===== src/design/mtfzr_pkg.sv =====
// Shared types and constants of the move-to-front zero-run coder.
package mtfzr_pkg;

  // Default geometry
  localparam int unsigned DefListDepth = 256;
  localparam int unsigned DefRunWidth  = 24;

  // Field widths fixed by the interface
  localparam int unsigned SymW   = 8;
  localparam int unsigned CountW = 9;
  localparam int unsigned ActW   = 2;

  // Action codes
  localparam logic [ActW-1:0] ActLoad   = 2'd0;
  localparam logic [ActW-1:0] ActEncode = 2'd1;
  localparam logic [ActW-1:0] ActFlush  = 2'd2;

  // Bijective run digits
  localparam logic [SymW-1:0] DigitOne = 8'hFD;
  localparam logic [SymW-1:0] DigitTwo = 8'hFE;

  // Reset value of the entry count
  localparam logic [CountW-1:0] CountReset = 9'd256;

  // Control broadcast from the sequencer to every list cell
  typedef struct packed {
    logic            capture;  // latch compare result against symbol
    logic            move;     // perform the move-to-front shift
    logic [SymW-1:0] symbol;   // compare symbol, load data or new front
  } cell_bcast_t;

endpackage


===== src/design/mtfzr_cell.sv =====
// One list cell: holds an entry, compares it and shifts from its neighbor.
module mtfzr_cell (
  input  logic                      clk_i,
  input  mtfzr_pkg::cell_bcast_t    bcast_i,
  input  logic                      wr_en_i,
  input  logic                      search_en_i,
  input  logic [mtfzr_pkg::SymW-1:0] prev_i,
  input  logic                      seen_i,
  output logic [mtfzr_pkg::SymW-1:0] entry_o,
  output logic                      match_o,
  output logic                      seen_o,
  output logic                      first_o
);
  import mtfzr_pkg::*;

  logic [SymW-1:0] entry_q, entry_d;
  logic            match_q;
  logic            hit;

  // Flag a searchable hit and pass the prefix along the chain
  assign hit     = match_q & search_en_i;
  assign first_o = hit & ~seen_i;
  assign seen_o  = seen_i | hit;
  assign entry_o = entry_q;
  assign match_o = match_q;

  // Load, shift from the neighbor, or hold
  always_comb begin
    entry_d = entry_q;
    if (wr_en_i) begin
      entry_d = bcast_i.symbol;
    end else if (bcast_i.move && !seen_i) begin
      entry_d = prev_i;
    end
  end

  always_ff @(posedge clk_i) begin
    entry_q <= entry_d;
    if (bcast_i.capture) begin
      match_q <= (entry_q == bcast_i.symbol);
    end
  end

endmodule


===== src/design/mtfzr_chain.sv =====
// Row of list cells with prefix search and position encoder.
module mtfzr_chain #(
  parameter int unsigned LIST_DEPTH = mtfzr_pkg::DefListDepth
) (
  input  logic                         clk_i,
  input  mtfzr_pkg::cell_bcast_t       bcast_i,
  input  logic                         wr_en_i,
  input  logic [mtfzr_pkg::SymW-1:0]   wr_pos_i,
  input  logic [mtfzr_pkg::CountW-1:0] count_i,
  output logic                         front_hit_o,
  output logic                         found_o,
  output logic [mtfzr_pkg::SymW-1:0]   found_pos_o
);
  import mtfzr_pkg::*;

  logic [SymW-1:0]       entry [LIST_DEPTH];
  logic [LIST_DEPTH:0]   seen;
  logic [LIST_DEPTH-1:0] first;
  logic [LIST_DEPTH-1:0] match;

  assign seen[0] = 1'b0;

  for (genvar g = 0; g < LIST_DEPTH; g++) begin : g_cell
    localparam logic [SymW-1:0]   CellPos = SymW'(g);
    localparam logic [CountW-1:0] CellCnt = CountW'(g);
    logic            search_en;
    logic            wr_en;
    logic [SymW-1:0] prev;

    // Front cell only checks for a run; the rest search below the count
    assign search_en = (g != 0) && (CellCnt < count_i);
    assign wr_en     = wr_en_i && (wr_pos_i == CellPos);
    if (g == 0) begin : g_front
      assign prev = bcast_i.symbol;
    end else begin : g_body
      assign prev = entry[g-1];
    end

    mtfzr_cell u_cell (
      .clk_i       (clk_i),
      .bcast_i     (bcast_i),
      .wr_en_i     (wr_en),
      .search_en_i (search_en),
      .prev_i      (prev),
      .seen_i      (seen[g]),
      .entry_o     (entry[g]),
      .match_o     (match[g]),
      .seen_o      (seen[g+1]),
      .first_o     (first[g])
    );
  end

  assign front_hit_o = match[0];
  assign found_o     = seen[LIST_DEPTH];

  // Encode the one-hot first hit into its list position
  always_comb begin
    found_pos_o = '0;
    for (int i = 0; i < LIST_DEPTH; i++) begin
      if (first[i]) begin
        found_pos_o = found_pos_o | SymW'(i);
      end
    end
  end

endmodule


===== config.mk =====
export PLATFORM = sky130hd
export DESIGN_NAME = mtfzr_chain
export DESIGN_NICKNAME = d
export VERILOG_FILES = /design/src/design/mtfzr_pkg.sv /design/src/design/mtfzr_cell.sv /design/src/design/mtfzr_chain.sv
export SDC_FILE = /design/constraint.sdc
export NUM_CORES = 2
export LEC_CHECK = 0
export BUFFER_PORTS_ARGS = -buffer_cell sky130_fd_sc_hd__buf_2
export CORE_AREA = 2 2 474 829
export DETAILED_ROUTE_END_ITERATION = 16
export DIE_AREA = 0 0 476 831
export PLACE_DENSITY = 0.5
export SLEW_MARGIN = 10
export SYNTH_ARGS = -nofsm -noshare
export SYNTH_HDL_FRONTEND = slang
export SYNTH_HIERARCHICAL = 1
export SYNTH_SLANG_ARGS = --single-unit

===== constraint.sdc =====
create_clock -name clk_i -period 39.6 [get_ports clk_i]
set_input_delay 5.94 -clock clk_i [delete_from_list [all_inputs] [get_ports clk_i]]
set_output_delay 5.94 -clock clk_i [all_outputs]
set_load 0.02 [all_outputs]

==> out/qor.txt <==
outcome: complete, but fails checks
failing checks: setup timing
hold depth: 1
CTS tree: done
kind of launch point of the worst setup path: input port
design area: 156000 sq um
Hold Path Class: register to register
PortBufs: 38
Sink Count: 2304
GR Util All Layers: 22.8%
FF-to-FF Start: g_cell[1].u_cell/match_o
worst setup path class: input port to output pin
Leak Pwr: 55.3 nW
num ports: 39
CP top delay family: buffers and inverters
worst path required time: 33.66 ns
Fillers: 36204
GRT Residual Overflow: 0
initial antenna violation count: 35
Max VDD drop: 33.1 uV
routed via count: 83357
Post-Syn Area: 136000 sq um
clk_lat worst skew: 0.93 ns
clk buf depth: 4
layout cell share with drive strength beyond 1: 40.0%
Post-CTS Hold Buffers: 0
clock skew: 0.0817 ns
worst reg-to-reg setup slack: 8.49 ns
DR iter-0 viols: 5757
Worst slew margin: 6.07%
Layout Nets: 10698
total iterations of the first detailed-routing run: 5
Avg Cell Area, Syn: 14.0 sq um
Period minus WS final: 43.33 ns
vias in the first global route: 86044
first-pass GRT wire length: 648000 um
hold_sp: g_cell[123].u_cell/entry_o[6]
core area: 389000 sq um
Final Hold Fails: 0
DR vias/cell: 5.19
Post-Route WL: 466000 um
Placement Cell Area: 146000 sq um
power per cell area: 33.7 nW/um^2
root buf cell: clkbuf_16
dpl hpwl: 325000 um
Remaining DRCs: 0
largest net degree at the start of global routing: 111
Endpoint, Worst Hold: g_cell[124].u_cell/entry_o[6]
# setup viols final: 9
Cells after Synth: 9674
H-Tree Depth: 4
worst-path maximum fanout: 3
Pwr Total: 0.00525 W
Worst Max-Slew Pin Slew: 1.40 ns
setup_tns: -32.88 ns
RR Endpoint: g_cell[255].u_cell/entry_o[5]
Area Growth Syn to Fin: 14.9%
PnR worst setup slack: -3.73 ns
Routed Antenna Nets: 0
fin crit share: 109%
routability cong.: 0.992
Die Ht: 831 um
Max Cap Violations: 0
TritonCTS buffer count: 228
CP endpoint kind: output pin
hold slack: 0.552 ns
die footprint: 396000 sq um
Routed wire per std cell: 29.0 um
Crit-path slowest cell: nand3_2
max-slew violation count: 0
worst r2r path cells: 512
Worst path max stage delay: 0.17 ns
initial core utilization: 34.9%
Peak Freq: 0.0231 GHz
most used cell, CP: inv_2
die width: 476 um
Worst Path Arrival: 37.39 ns
stages on the worst setup path: 522
unrepaired setup endpoints after global routing: true
Buf/Inv on CP: 258
# rows: 303
YS warnings: 6
final core occ: 40.2%
CTS clk-pin slew, worst paths: 0.07 ns
[layout by cell type (no fill, tap or decap), types with 28 or more instances in the layout]
cell type,count
nand3_1,30
inv_2,255
xnor2_1,2048
mux2_4,2048
buf_4,1058
clkbuf_1,41
nand4_1,556
nor4_2,33
clkinv_2,41
nor4_1,92
nand2_2,250
a21o_2,254
o21ai_0,72
nor2_1,783
clkbuf_16,230
edfxtp_1,2304
a21oi_1,94
nand2_1,343
diode_2,28
clkinv_1,41
[worst max path at each step]
stage / start / endpoint / slack [ns]
after floorplan: count_i[7] / found_pos_o[0] / -2.54
after global placement: count_i[7] / found_pos_o[1] / -9.21
after detailed placement: count_i[7] / found_pos_o[7] / -10.47
after CTS: count_i[7] / found_pos_o[7] / -7.22
after global routing: count_i[8] / found_pos_o[1] / -6.58
final: count_i[8] / found_pos_o[1] / -3.73
[stage by stage]
step / cells / worst slack (ns)
floorplan: 9675 / -2.54
global placement: 15376 / -9.21
detailed placement: 15377 / -10.47
CTS: 15798 / -7.22
global route: 16043 / -6.58
finish: 16061 / -3.73
[area by class of cell]
class                           instances  area, sq um  area share (%)
Tap cell                             5185         6490            4.16
Inverter                              268         1010           0.648
Multi-Input combinational cell       6750        63400            40.6
Clock buffer                          271         5910            3.79
Timing Repair Buffer                 1117         8710            5.58
Antenna cell                           28         70.1          0.0449
Sequential cell                      2304        69200            44.3
Clock inverter                        138         1310           0.837
[registers in the layout, summed over array words and instances, names as in the netlist]
signal / count
g_cell.u_cell/match_o: 256
g_cell.u_cell/entry_o: 2048
[what timing repair did]
action	4_1_cts	5_1_grt
endpoints found under the setup margin	233	337
gates resized for setup	259	302
setup buffers	12	235
pin swaps	4	11
[routing by layer]
| metal | routed length (um) | vias up | track usage (%) |
|---|---|---|---|
| li1 | - | 37114 | - |
| met1 | 169000 | 43250 | 24.3 |
| met2 | 244000 | 2109 | 41.7 |
| met3 | 19400 | 872 | 3.11 |
| met4 | 33800 | 12 | 14.5 |
| met5 | 69 | - | 0 |
[where the power goes]
group / switching (W) / leakage [nW] / total, W / internal [W]
sequential: 0.0000121 / 21.0 / 0.00267 / 0.00266
combinational: 0.000244 / 30.8 / 0.000361 / 0.000117
clock: 0.00102 / 3.48 / 0.00222 / 0.00120
(Power assumes the default switching activity.)
